File: config.mk
export PLATFORM = sky130hd
export DESIGN_NAME = reply_frame_deframer
export DESIGN_NICKNAME = d
export VERILOG_FILES = /design/src/rtl/rfd_pkg.sv /design/src/rtl/rfd_step.sv /design/src/rtl/rfd_out_stage.sv /design/src/rtl/reply_frame_deframer.sv
export SDC_FILE = /design/constraint.sdc
export NUM_CORES = 1
export LEC_CHECK = 0
export BUFFER_PORTS_ARGS = -buffer_cell sky130_fd_sc_hd__buf_2
export CAP_MARGIN = 20
export CORE_UTILIZATION = 55
export DETAILED_ROUTE_END_ITERATION = 6
export PLACE_DENSITY = 0.84
export SETUP_SLACK_MARGIN = 0.05
export SYNTH_ARGS = -nofsm -noshare
export SYNTH_HDL_FRONTEND = slang
export SYNTH_SLANG_ARGS = --single-unit
File: constraint.sdc
create_clock -name clock -period 5.4 [get_ports clock]
set_input_delay 0.81 -clock clock [delete_from_list [all_inputs] [get_ports clock]]
set_output_delay 0.81 -clock clock [all_outputs]
set_load 0.005 [all_outputs]
File: src/rtl/rfd_pkg.sv
// Shared types and constants for the reply frame deframer.
package rfd_pkg;

   // Opcodes carried in the first two bytes of a frame.
   localparam logic [15:0] OP_NOTIFY = 16'd9;
   localparam logic [15:0] OP_ACK    = 16'd10;
   localparam logic [15:0] OP_ERROR  = 16'd11;

   // Referenced opcodes that select the acknowledgement layout.
   localparam logic [15:0] REF_USERS_A = 16'd4;
   localparam logic [15:0] REF_USERS_B = 16'd7;
   localparam logic [15:0] REF_STATS   = 16'd8;
   localparam logic [15:0] REF_SHORT_1 = 16'd1;
   localparam logic [15:0] REF_SHORT_2 = 16'd2;
   localparam logic [15:0] REF_SHORT_3 = 16'd3;
   localparam logic [15:0] REF_SHORT_5 = 16'd5;
   localparam logic [15:0] REF_SHORT_6 = 16'd6;

   // Byte positions within a frame (1-based).
   localparam logic [3:0] POS_MAX        = 4'd15;
   localparam logic [3:0] POS_OP_LOW     = 4'd2;
   localparam logic [3:0] POS_MODE       = 4'd3;
   localparam logic [3:0] POS_REF_LOW    = 4'd4;
   localparam logic [3:0] POS_COUNT1_LOW = 4'd6;
   localparam logic [3:0] POS_COUNT2_LOW = 4'd8;
   localparam logic [3:0] POS_COUNT3_LOW = 4'd10;
   localparam logic [3:0] POS_HIGH_LAST  = 4'd9;

   // Characters and limits.
   localparam logic [7:0]  CHAR_ZERO  = 8'h30;
   localparam logic [7:0]  CHAR_ONE   = 8'h31;
   localparam logic [7:0]  CHAR_SPACE = 8'h20;
   localparam logic [15:0] ZERO_COUNT_MAX = 16'hffff;
   localparam logic [15:0] TEXT_END_ZEROS = 16'd2;

   // Message kind codes.
   localparam logic [1:0] KIND_NONE   = 2'd0;
   localparam logic [1:0] KIND_NOTIFY = 2'd1;
   localparam logic [1:0] KIND_ACK    = 2'd2;
   localparam logic [1:0] KIND_ERROR  = 2'd3;

   // Notification mode codes.
   localparam logic [1:0] MODE_PRIVATE = 2'd0;
   localparam logic [1:0] MODE_PUBLIC  = 2'd1;
   localparam logic [1:0] MODE_NEITHER = 2'd2;

   // One result item.
   typedef struct packed {
      logic               frame_done;
      logic [1:0]         msg_kind;
      logic [1:0]         notify_mode;
      logic signed [15:0] ref_opcode;
      logic signed [15:0] users_or_posts;
      logic signed [15:0] followers_out;
      logic signed [15:0] following_out;
      logic               text_valid;
      logic [7:0]         text_byte;
   } rfd_result_type;

endpackage

File: src/rtl/rfd_step.sv
// Frame state registers and the per-byte decode that produces one result.
module rfd_step
   import rfd_pkg::*;
(
   input  logic           clock,
   input  logic           reset,
   input  logic           step_en,
   input  logic [7:0]     in_byte,
   output rfd_result_type result
);

   logic [3:0]  byte_position_ff, byte_position_in;
   logic [15:0] frame_opcode_ff, frame_opcode_in;
   logic [7:0]  pending_high_ff, pending_high_in;
   logic [15:0] ref_code_ff, ref_code_in;
   logic [15:0] user_count_ff, user_count_in;
   logic [15:0] post_count_ff, post_count_in;
   logic [15:0] follower_count_ff, follower_count_in;
   logic [15:0] zero_count_ff, zero_count_in;
   logic [1:0]  mode_seen_ff, mode_seen_in;

   logic [3:0]  pos;
   logic [15:0] joined;
   logic [15:0] zero_count_inc;
   logic [7:0]  text_shown;
   logic        ref_short;
   logic        end_frame;

   // Position and joined word used by every frame type, plus zero counting for text.
   assign pos            = (byte_position_ff == POS_MAX) ? POS_MAX : byte_position_ff + 4'd1;
   assign joined         = {pending_high_ff, in_byte};
   assign zero_count_inc = ((in_byte == 8'd0) && (zero_count_ff != ZERO_COUNT_MAX))
                           ? zero_count_ff + 16'd1 : zero_count_ff;
   assign text_shown     = (in_byte == 8'd0) ? CHAR_SPACE : in_byte;
   assign ref_short      = (joined == REF_SHORT_1) || (joined == REF_SHORT_2) ||
                           (joined == REF_SHORT_3) || (joined == REF_SHORT_5) ||
                           (joined == REF_SHORT_6);

   // Decode of one byte against the current frame state.
   always_comb begin
      byte_position_in  = pos;
      frame_opcode_in   = frame_opcode_ff;
      pending_high_in   = pending_high_ff;
      ref_code_in       = ref_code_ff;
      user_count_in     = user_count_ff;
      post_count_in     = post_count_ff;
      follower_count_in = follower_count_ff;
      zero_count_in     = zero_count_ff;
      mode_seen_in      = mode_seen_ff;
      end_frame         = 1'b0;

      result                = '0;
      result.notify_mode    = MODE_NEITHER;

      if (pos == POS_OP_LOW) begin
         frame_opcode_in = joined;
      end else if (pos[0] && (pos <= POS_HIGH_LAST)) begin
         pending_high_in = in_byte;
      end

      if (pos > POS_OP_LOW) begin
         unique case (frame_opcode_ff)
            OP_NOTIFY: begin
               if (pos == POS_MODE) begin
                  if (in_byte == CHAR_ZERO) begin
                     mode_seen_in = MODE_PRIVATE;
                  end else if (in_byte == CHAR_ONE) begin
                     mode_seen_in = MODE_PUBLIC;
                  end else begin
                     mode_seen_in = MODE_NEITHER;
                  end
               end else begin
                  zero_count_in     = zero_count_inc;
                  result.text_valid = 1'b1;
                  if (zero_count_inc == TEXT_END_ZEROS) begin
                     result.text_byte   = in_byte;
                     result.frame_done  = 1'b1;
                     result.msg_kind    = KIND_NOTIFY;
                     result.notify_mode = mode_seen_ff;
                     end_frame          = 1'b1;
                  end else begin
                     result.text_byte = text_shown;
                  end
               end
            end
            OP_ERROR: begin
               if (pos == POS_REF_LOW) begin
                  ref_code_in       = joined;
                  result.frame_done = 1'b1;
                  result.msg_kind   = KIND_ERROR;
                  result.ref_opcode = joined;
                  end_frame         = 1'b1;
               end
            end
            OP_ACK: begin
               if (pos == POS_REF_LOW) begin
                  ref_code_in = joined;
                  if (ref_short) begin
                     result.frame_done = 1'b1;
                     result.msg_kind   = KIND_ACK;
                     result.ref_opcode = joined;
                     end_frame         = 1'b1;
                  end
               end else if ((pos > POS_REF_LOW) &&
                            ((ref_code_ff == REF_USERS_A) || (ref_code_ff == REF_USERS_B))) begin
                  // User list: count first, then zero-terminated names.
                  if (pos == POS_COUNT1_LOW) begin
                     user_count_in = joined;
                  end else if (pos > POS_COUNT1_LOW) begin
                     zero_count_in     = zero_count_inc;
                     result.text_valid = 1'b1;
                     if ((zero_count_inc != 16'd0) && !user_count_ff[15] &&
                         (zero_count_inc == user_count_ff)) begin
                        result.text_byte      = in_byte;
                        result.frame_done     = 1'b1;
                        result.msg_kind       = KIND_ACK;
                        result.ref_opcode     = ref_code_ff;
                        result.users_or_posts = user_count_ff;
                        end_frame             = 1'b1;
                     end else begin
                        result.text_byte = text_shown;
                     end
                  end
               end else if ((pos > POS_REF_LOW) && (ref_code_ff == REF_STATS)) begin
                  // Statistics: three 16-bit counts.
                  if (pos == POS_COUNT1_LOW) begin
                     post_count_in = joined;
                  end else if (pos == POS_COUNT2_LOW) begin
                     follower_count_in = joined;
                  end else if (pos == POS_COUNT3_LOW) begin
                     result.frame_done     = 1'b1;
                     result.msg_kind       = KIND_ACK;
                     result.ref_opcode     = ref_code_ff;
                     result.users_or_posts = post_count_ff;
                     result.followers_out  = follower_count_ff;
                     result.following_out  = joined;
                     end_frame             = 1'b1;
                  end
               end
            end
            default: begin
               // Unknown opcode: the frame never ends.
            end
         endcase
      end

      if (end_frame) begin
         byte_position_in = 4'd0;
         zero_count_in    = 16'd0;
         frame_opcode_in  = 16'd0;
         mode_seen_in     = MODE_NEITHER;
      end
   end

   // State registers advance once per accepted byte.
   always_ff @(posedge clock) begin
      if (reset) begin
         byte_position_ff  <= 4'd0;
         frame_opcode_ff   <= 16'd0;
         pending_high_ff   <= 8'd0;
         ref_code_ff       <= 16'd0;
         user_count_ff     <= 16'd0;
         post_count_ff     <= 16'd0;
         follower_count_ff <= 16'd0;
         zero_count_ff     <= 16'd0;
         mode_seen_ff      <= MODE_NEITHER;
      end else if (step_en) begin
         byte_position_ff  <= byte_position_in;
         frame_opcode_ff   <= frame_opcode_in;
         pending_high_ff   <= pending_high_in;
         ref_code_ff       <= ref_code_in;
         user_count_ff     <= user_count_in;
         post_count_ff     <= post_count_in;
         follower_count_ff <= follower_count_in;
         zero_count_ff     <= zero_count_in;
         mode_seen_ff      <= mode_seen_in;
      end
   end

   // A completed frame returns the position to the start.
   a_done_restarts: assert property (@(posedge clock) disable iff (reset)
      (step_en && result.frame_done) |=> (byte_position_ff == 4'd0))
      else $error("frame completion did not restart the byte position");

   // The opcode is not known before its low byte has arrived.
   a_opcode_clear: assert property (@(posedge clock) disable iff (reset)
      (byte_position_ff < POS_OP_LOW) |-> (frame_opcode_ff == 16'd0))
      else $error("opcode set before its second byte");

   // Zeros are only counted inside a frame's text.
   a_zero_count_idle: assert property (@(posedge clock) disable iff (reset)
      (byte_position_ff == 4'd0) |-> (zero_count_ff == 16'd0))
      else $error("zero count left over at frame start");

endmodule

File: src/rtl/rfd_out_stage.sv
// Result register with valid flag that decouples the two channels.
module rfd_out_stage
   import rfd_pkg::*;
(
   input  logic           clock,
   input  logic           reset,
   input  logic           load,
   input  rfd_result_type load_data,
   input  logic           out_stall,
   output logic           out_valid,
   output logic           hold,
   output rfd_result_type out_data
);

   logic           valid_ff, valid_in;
   rfd_result_type data_ff;

   // The register holds only while a result waits under stall.
   assign hold      = valid_ff && out_stall;
   assign valid_in  = load || hold;
   assign out_valid = valid_ff;
   assign out_data  = data_ff;

   always_ff @(posedge clock) begin
      if (reset) begin
         valid_ff <= 1'b0;
      end else begin
         valid_ff <= valid_in;
      end
   end

   // Payload loads on every transfer into the stage.
   always_ff @(posedge clock) begin
      if (load) begin
         data_ff <= load_data;
      end
   end

   // A loaded result is presented in the next cycle.
   a_load_shows: assert property (@(posedge clock) disable iff (reset)
      load |=> valid_ff)
      else $error("loaded result not presented");

   // The stage never loads over a result that is still held.
   a_no_overwrite: assert property (@(posedge clock) disable iff (reset)
      hold |-> !load)
      else $error("held result overwritten");

   // A held result stays unchanged.
   a_hold_stable: assert property (@(posedge clock) disable iff (reset)
      hold |=> $stable(data_ff))
      else $error("held result changed");

endmodule

File: src/rtl/reply_frame_deframer.sv
// Top level of the reply frame deframer: byte decode plus result register.
// The block takes one reply byte per transfer and returns exactly one result
// per byte, one byte per clock sustained. A byte accepted at one clock edge
// has its result on the rsp_ port from the next cycle on: the decode of the
// byte against the frame state is combinational and lands in a single result
// register. req_stall is raised only while that register holds a result that
// the consumer is stalling, so the block runs at full rate whenever the
// result side takes its transfers. Results with rsp_frame_done high carry the
// decoded frame fields; text bytes of notifications and user lists arrive
// with rsp_text_valid high, one per input byte.
module reply_frame_deframer
   import rfd_pkg::*;
(
   input  logic               clock,
   input  logic               reset,
   input  logic               req_valid,
   output logic               req_stall,
   input  logic [7:0]         req_in_byte,
   output logic               rsp_valid,
   input  logic               rsp_stall,
   output logic               rsp_frame_done,
   output logic [1:0]         rsp_msg_kind,
   output logic [1:0]         rsp_notify_mode,
   output logic signed [15:0] rsp_ref_opcode,
   output logic signed [15:0] rsp_users_or_posts,
   output logic signed [15:0] rsp_followers_out,
   output logic signed [15:0] rsp_following_out,
   output logic               rsp_text_valid,
   output logic [7:0]         rsp_text_byte
);

   logic           advance;
   logic           hold;
   rfd_result_type step_result;
   rfd_result_type out_data;

   // A byte transfers when offered and the result register can take it.
   assign req_stall = hold;
   assign advance   = req_valid && !hold;

   rfd_step u_step (
      .clock   (clock),
      .reset   (reset),
      .step_en (advance),
      .in_byte (req_in_byte),
      .result  (step_result)
   );

   rfd_out_stage u_out (
      .clock     (clock),
      .reset     (reset),
      .load      (advance),
      .load_data (step_result),
      .out_stall (rsp_stall),
      .out_valid (rsp_valid),
      .hold      (hold),
      .out_data  (out_data)
   );

   // Result fields onto their ports.
   assign rsp_frame_done     = out_data.frame_done;
   assign rsp_msg_kind       = out_data.msg_kind;
   assign rsp_notify_mode    = out_data.notify_mode;
   assign rsp_ref_opcode     = out_data.ref_opcode;
   assign rsp_users_or_posts = out_data.users_or_posts;
   assign rsp_followers_out  = out_data.followers_out;
   assign rsp_following_out  = out_data.following_out;
   assign rsp_text_valid     = out_data.text_valid;
   assign rsp_text_byte      = out_data.text_byte;

endmodule

==> reports/results.ini, run 1 <==
[final_layout]
final_cell_mix=nor2_1 (127), dfxtp_1 (111), buf_2 (91)
final_common_cell=nor2_1
finalNetCount=985
drive_gt1_share_pct=16.97
diodes=0
syn_to_final_growth_pct=12.59

[clocking]
cts_htree_levels=4
cts_root_buf=clkbuf_16
hold_buffers=0
clock_latency_ns=0.45
tritoncts=done
cts_max_path_buffers=2
numCtsBuffers=17
numClockSinks=189
clk_pin_slew_ns=0.08
ctsResizeCount=0
cts_setup_buffers=0

[floorplanning]
ios=92
dieArea_um2=17300
die_w_um=131.5
start_util_pct=57.27
fp.coreArea_um2=16120
die_h_um=131.5
rows=46

[sta]
worst_pin_slew_ns=0.9824
hold_viol_final=0
skew_ns=0.01154
setup_violations=0
report.final.slew_viol_count=0
min_period_ns=4.513
maxSlewHeadroom_pct=33.59
setup-tns-final_ns=0
fmax_mhz=221.6
rsz0062_at_grt=false
min_period_over_period_pct=83.57
holdWs_ns=0.4624

[detailed_routing]
avgViaCountPerCell=6.109
wl_um=23650
ant_nets=0
wl_per_cell_um=19.71
firstDrtPassIters=5
first_iter_violations=868
drc=0
vias=7331

[setup_path]
crit_arrival_ns=4.88
r2r_end=u_step.frame_opcode_ff[2]$_SDFFE_PP0P_
critPathMaxStageDelay_ns=0.76
r2r_start=u_step.zero_count_ff[3]$_SDFFE_PP0P_
path_common_cell=o21ai_4
required_ns=5.76
cp_max_fo=18
worstSetupPathType=reg2reg
crit_chain=nand3_2 > nor4_4 > nor4_1 > or2_1 > a2111o_1 > o41ai_4 > nor3_4 > buf_4 > o21ai_4 > inv_4 > o21ai_4 > mux2i_1
rrSetupSlack_ns=0.89
end_kind=flop
cp_slowest_cell=nor4_4
r2r_cells=12
critPathLaunchType=flop

[synthesis]
synth.distinct_cells=80
synthFlopType=dfxtp_1
syn_avg_cell_area_um2=10.04
async_flop_share_pct=0
syn-num-nets=933
synthCells=919
yosys-top-cells-area=edfxtp_1 (25%), dfxtp_1 (24%), mux2i_1 (9.8%), nor2_1 (5.2%), and2_1 (3.3%)
netlist_area_um2=9229
synth_edf_count=78
yosysTopAreaCell=edfxtp_1
ys_seq_elements=189
yosys_warnings=0
synth_top_area_share_pct=25.38
synth_seq_area_share_pct=49.46

[pwr]
p_comb_share_pct=4.8
swShare_pct=26.38
power.internal_uw=2211
p_leak_uw=0.004189
pwr-share-seq_pct=51.4
vdd_drop_max_mv=0.2484
power.density_nw_per_um2=289.1
p_sw_uw=792.5
p_clk_share_pct=43.8

[run_status]
outcome=finished, final reports clean

[global_route]
grt_pass1_vias=6440
grt_util_all_layers_pct=27.77
grt_max_degree=87
antenna_found_initial=0
grt_pass1_wl_um=36920
grt_overflow=0

[worst_hold_path]
min_from=u_step.frame_opcode_ff[14]$_SDFFE_PP0P_
hold_end=u_step.frame_opcode_ff[14]$_SDFFE_PP0P_
min_path_cells=2
hold_path_class=reg2reg

[job]
drv_cap=0

[placement]
portBuffers=91
hpwl_um=16120
gp_congestion=0.9271

synthesized netlist by cell type, types with 4 or more instances:
| cell | count |
|---|---|
| clkbuf_1 | 49 |
| xnor2_1 | 21 |
| a21oi_1 | 20 |
| nor2_1 | 127 |
| dfxtp_1 | 111 |
| a22oi_1 | 17 |
| inv_1 | 14 |
| a31oi_1 | 5 |
| o31a_1 | 5 |
| edfxtp_1 | 78 |
| and4_1 | 8 |
| nor4_4 | 4 |
| and3_1 | 12 |
| o22ai_1 | 4 |
| nor4_1 | 13 |
| xor2_1 | 6 |
| a211oi_1 | 4 |
| nand2_1 | 58 |
| buf_2 | 14 |
| nand3_1 | 34 |
| buf_4 | 4 |
| or4_1 | 7 |
| or3_1 | 10 |
| o211ai_1 | 4 |
| or2_2 | 4 |
| a221o_1 | 7 |
| nor4b_1 | 10 |
| and2_1 | 49 |
| o21ai_0 | 13 |
| nand2b_1 | 6 |
| nor3_1 | 28 |
| mux2i_1 | 90 |
| nand4_1 | 13 |
sequential cells by signal, summed over array words and instances (netlist names):
register	cells
u_step.post_count_ff	16
u_step.mode_seen_ff	2
u_step.zero_count_ff	16
u_out.out_data	78
u_out.out_valid	1
u_step.pending_high_ff	8
u_step.frame_opcode_ff	16
u_step.user_count_ff	16
u_step.byte_position_ff	4
u_step.follower_count_ff	16
u_step.ref_code_ff	16
worst max-delay path, delay by kind of cell, from the launching register on:
kind,cells,cell delay (ns)
simple gates,5,1.46
mux,1,0.31
buf+inv,2,0.30
compound gates,4,1.69
flops,1,0.65
routing by layer:
metal	GRT usage [%]	up-vias	share of wire, %	wire length, µm
met3	4.630	50	8.7	2056
met4	11.50	0	2.9	692
met2	40.39	363	43	10190
li1	-	3438	-	-
met1	40.72	3480	45	10710
met5	0	-	0	0
power groups by stage:
stage	Combinational, µW	Clock [µW]	Sequential (µW)
floorplan	85.4	0	1560
global placement	139	0	1580
detailed placement	141	0	1580
CTS	142	1330	1540
global route	154	1380	1550
finish	143	1320	1550
how the worst max path moves through the flow:
stage                                                    start  cells after the start                                       to  slack, ns
after floorplan                                      rsp_stall                      7      u_step.mode_seen_ff[1]$_SDFFE_PP1P_       1.30
after global placement                          req_in_byte[0]                     13  u_step.frame_opcode_ff[12]$_SDFFE_PP0P_       0.75
after detailed placement                        req_in_byte[4]                     13   u_step.frame_opcode_ff[2]$_SDFFE_PP0P_       0.65
after CTS                 u_step.zero_count_ff[0]$_SDFFE_PP0P_                     13   u_step.frame_opcode_ff[2]$_SDFFE_PP0P_       0.96
after global routing      u_step.zero_count_ff[0]$_SDFFE_PP0P_                     13   u_step.frame_opcode_ff[2]$_SDFFE_PP0P_       0.60
final                     u_step.zero_count_ff[3]$_SDFFE_PP0P_                     12   u_step.frame_opcode_ff[2]$_SDFFE_PP0P_       0.89
area by class of cell:
type	instances	area, µm²
clock buffers	17	425.4
clock inverters	15	215.2
fillers	1264	5724
inverters	15	58.81
multi-input cells	645	4312
flip-flops and latches	189	4564
well taps	216	270.3
repair buffers	103	545.5
through the flow:
step	area (µm²)	utilization (%)	total power (µW)	setup WS (ns)	std cells
after floorplan	9229	-	1650	1.299	919
after global placement	9751	60.50	1716	0.7520	1168
after detailed placement	9751	60.50	1719	0.6472	1168
after CTS	10390	64.48	3014	0.9601	1200
after global routing	10390	64.48	3082	0.5966	1200
final	10390	64.48	3004	0.8870	1200
cells by family (layout without fill, tap and decap cells):
| kind of cell | Yosys count | in the layout | synth area share [%] |
|---|---|---|---|
| multiplexers | 91 | 91 | 9.883 |
| adder cells (fa/ha/maj) | 2 | 2 | 0.2711 |
| flip-flops | 189 | 189 | 49.46 |
| buffers and inverters | 85 | 150 | 4.013 |
| AO/OA/AOI/OAI | 120 | 120 | 10.03 |
| AND/OR/NAND/NOR | 404 | 404 | 23.54 |
| XOR/XNOR | 28 | 28 | 2.806 |
(Power assumes the default switching activity.)
==> inputs of run 2 (changes only) <==
- CORE_UTILIZATION: 55 -> 54
- PLACE_DENSITY: 0.84 -> 0.86
- clock period: 5.4 -> 4 ns (I/O delays scaled with it)
==> reports/results.ini, run 2 (synthesis gave the netlist of run 1 again) <==
[clocking]
numClockSinks=189  ; unchanged
tritoncts=done
numCtsBuffers=17  ; unchanged
cts_root_buf=clkbuf_16
cts_htree_levels=4  ; unchanged
clk_pin_slew_ns=0.07  ; about the same
clock_latency_ns=0.45  ; about the same
cts_max_path_buffers=2  ; unchanged

[floorplanning]
fp.coreArea_um2=16640  ; +3.3%
dieArea_um2=17620  ; +1.8%
ios=92  ; unchanged
die_w_um=132.7  ; +0.91%
rows=47  ; +2.2%
start_util_pct=55.45  ; -1.8 points
die_h_um=132.7  ; +0.91%

[sta]
fmax_mhz=264.4  ; +19%
holdWs_ns=0.3741  ; -0.08826 ns
skew_ns=0.01455  ; +0.003013 ns
rsz0062_at_grt=false
worst_pin_slew_ns=0.9565  ; -0.02584 ns
min_period_ns=3.782  ; -0.7314 ns
hold_viol_final=0  ; unchanged
min_period_over_period_pct=94.54  ; +11 points
report.final.slew_viol_count=0  ; unchanged
maxSlewHeadroom_pct=36.23  ; +2.6 points
setup-tns-final_ns=0  ; unchanged
setup_violations=0  ; unchanged

[final_layout]
finalNetCount=1037  ; +5.3%
fin_util_pct=64.59  ; +0.11 points
final_cell_mix=nor2_1 (127), dfxtp_1 (110), buf_2 (91)
drive_gt1_share_pct=21.33  ; +4.4 points
largest_reg_flops=78  ; unchanged
final_common_cell=nor2_1
syn_to_final_growth_pct=16.47

[detailed_routing]
avgViaCountPerCell=6.150  ; +0.66%
first_iter_violations=1165  ; +34%
wl_per_cell_um=20.12  ; +2.1%
firstDrtPassIters=7  ; +2
vias=7730  ; +5.4%
drc=0  ; unchanged
ant_nets=0  ; unchanged
wl_um=25290  ; +6.9%

[global_route]
grt_pass1_vias=6930  ; +7.6%
antenna_found_initial=0  ; unchanged
grt_overflow=0  ; unchanged
grt_max_degree=79  ; -9.2%
grt_util_all_layers_pct=29.10  ; +1.3 points
grt_pass1_wl_um=38850  ; +5.2%

[worst_hold_path]
hold_path_class=in2reg

[pwr]
p_leak_uw=0.004437  ; +5.9%
vdd_drop_max_mv=0.3742  ; +51%
fin_total_pwr_uw=3950  ; +32%
power.density_nw_per_um2=367.5  ; +27%

[setup_path]
end_kind=flop
required_ns=4.33  ; -1.43 ns
cp_max_fo=8  ; -10
critPathLaunchType=flop
crit_arrival_ns=4.11  ; -0.77 ns
worstSetupPathType=reg2reg

[placement]
portBuffers=91  ; unchanged
gp_congestion=1.028  ; +11%
hpwl_um=16890  ; +4.8%

[run_status]
outcome=finished, final reports clean

[job]
drv_cap=0  ; unchanged

run 2: cell count changes in the layout (fill, tap and decap cells not counted), sizes merged:
cell	change
inv	-3
buf	+51
bufinv	+1
clkbuf	+2
nor4	+1
diode	+1
run 2: final timing paths:
check                                              start                                     end  slack (ns)  cells past startpoint
hold reg to reg   u_step.frame_opcode_ff[3]$_SDFFE_PP0P_  u_step.frame_opcode_ff[3]$_SDFFE_PP0P_        0.46                      2
setup reg to reg    u_step.zero_count_ff[1]$_SDFFE_PP0P_   u_step.zero_count_ff[14]$_SDFFE_PP0P_        0.22                     12
hold / removal                                 req_valid              u_out.out_valid$_SDFF_PP0_        0.37                      2
setup / recovery    u_step.zero_count_ff[1]$_SDFFE_PP0P_   u_step.zero_count_ff[14]$_SDFFE_PP0P_        0.22                     12
run 2: report_power, final:
part | internal, µW | switching, µW
sequential | 2050 | 39.3
clock | 890 | 767
combinational | 67.1 | 138
total | 3010 | 945
run 2: area by class of cell:
type,instances,area (µm²)
Tap cell,220,275.3
Clock inverter,13,125.1
Multi-Input combinational cell,646,4337
Timing Repair Buffer,154,940.9
Sequential cell,189,4566
Antenna cell,1,2.502
Clock buffer,19,442.9
Fill cell,1262,5893
Inverter,15,60.06
run 2: metrics by stage:
step                      area [µm²]  std cells  worst slack [ns]
final                          10750       1257            0.2185
after global routing           10750       1256           0.07072
after CTS                      10720       1255            0.2142
after detailed placement       10150       1223         -0.006760
after global placement         10150       1223            0.1159
after floorplan                 9229        919            0.1092
run 2: what timing repair did:
item	4_1_cts	5_1_grt
hold buffers	0	0
setup buffers	0	0
gates resized for setup	0	4
endpoints found under the setup margin	0	7
run 2: critical path, stage by stage (launching register included):
cell and delay, ns:
dfxtp_1 0.36, ha_1 0.27, nand4_1 0.26, nor4_4 0.53, nor2_1 0.09, buf_4 0.18, xor2_1 0.17, a2111oi_2 0.49
nand4b_1 0.22, o31ai_1 0.40, a21oi_2 0.13, buf_4 0.19, a221o_1 0.36
run 2: routing by layer:
| layer | vias up | global-route usage, % | routed length (µm) |
|---|---|---|---|
| met1 | 3665 | 40.62 | 10690 |
| met3 | 65 | 5.479 | 2558 |
| li1 | 3526 | - | - |
| met5 | - | 0 | 0 |
| met2 | 474 | 43.98 | 11270 |
| met4 | 0 | 13.15 | 767 |
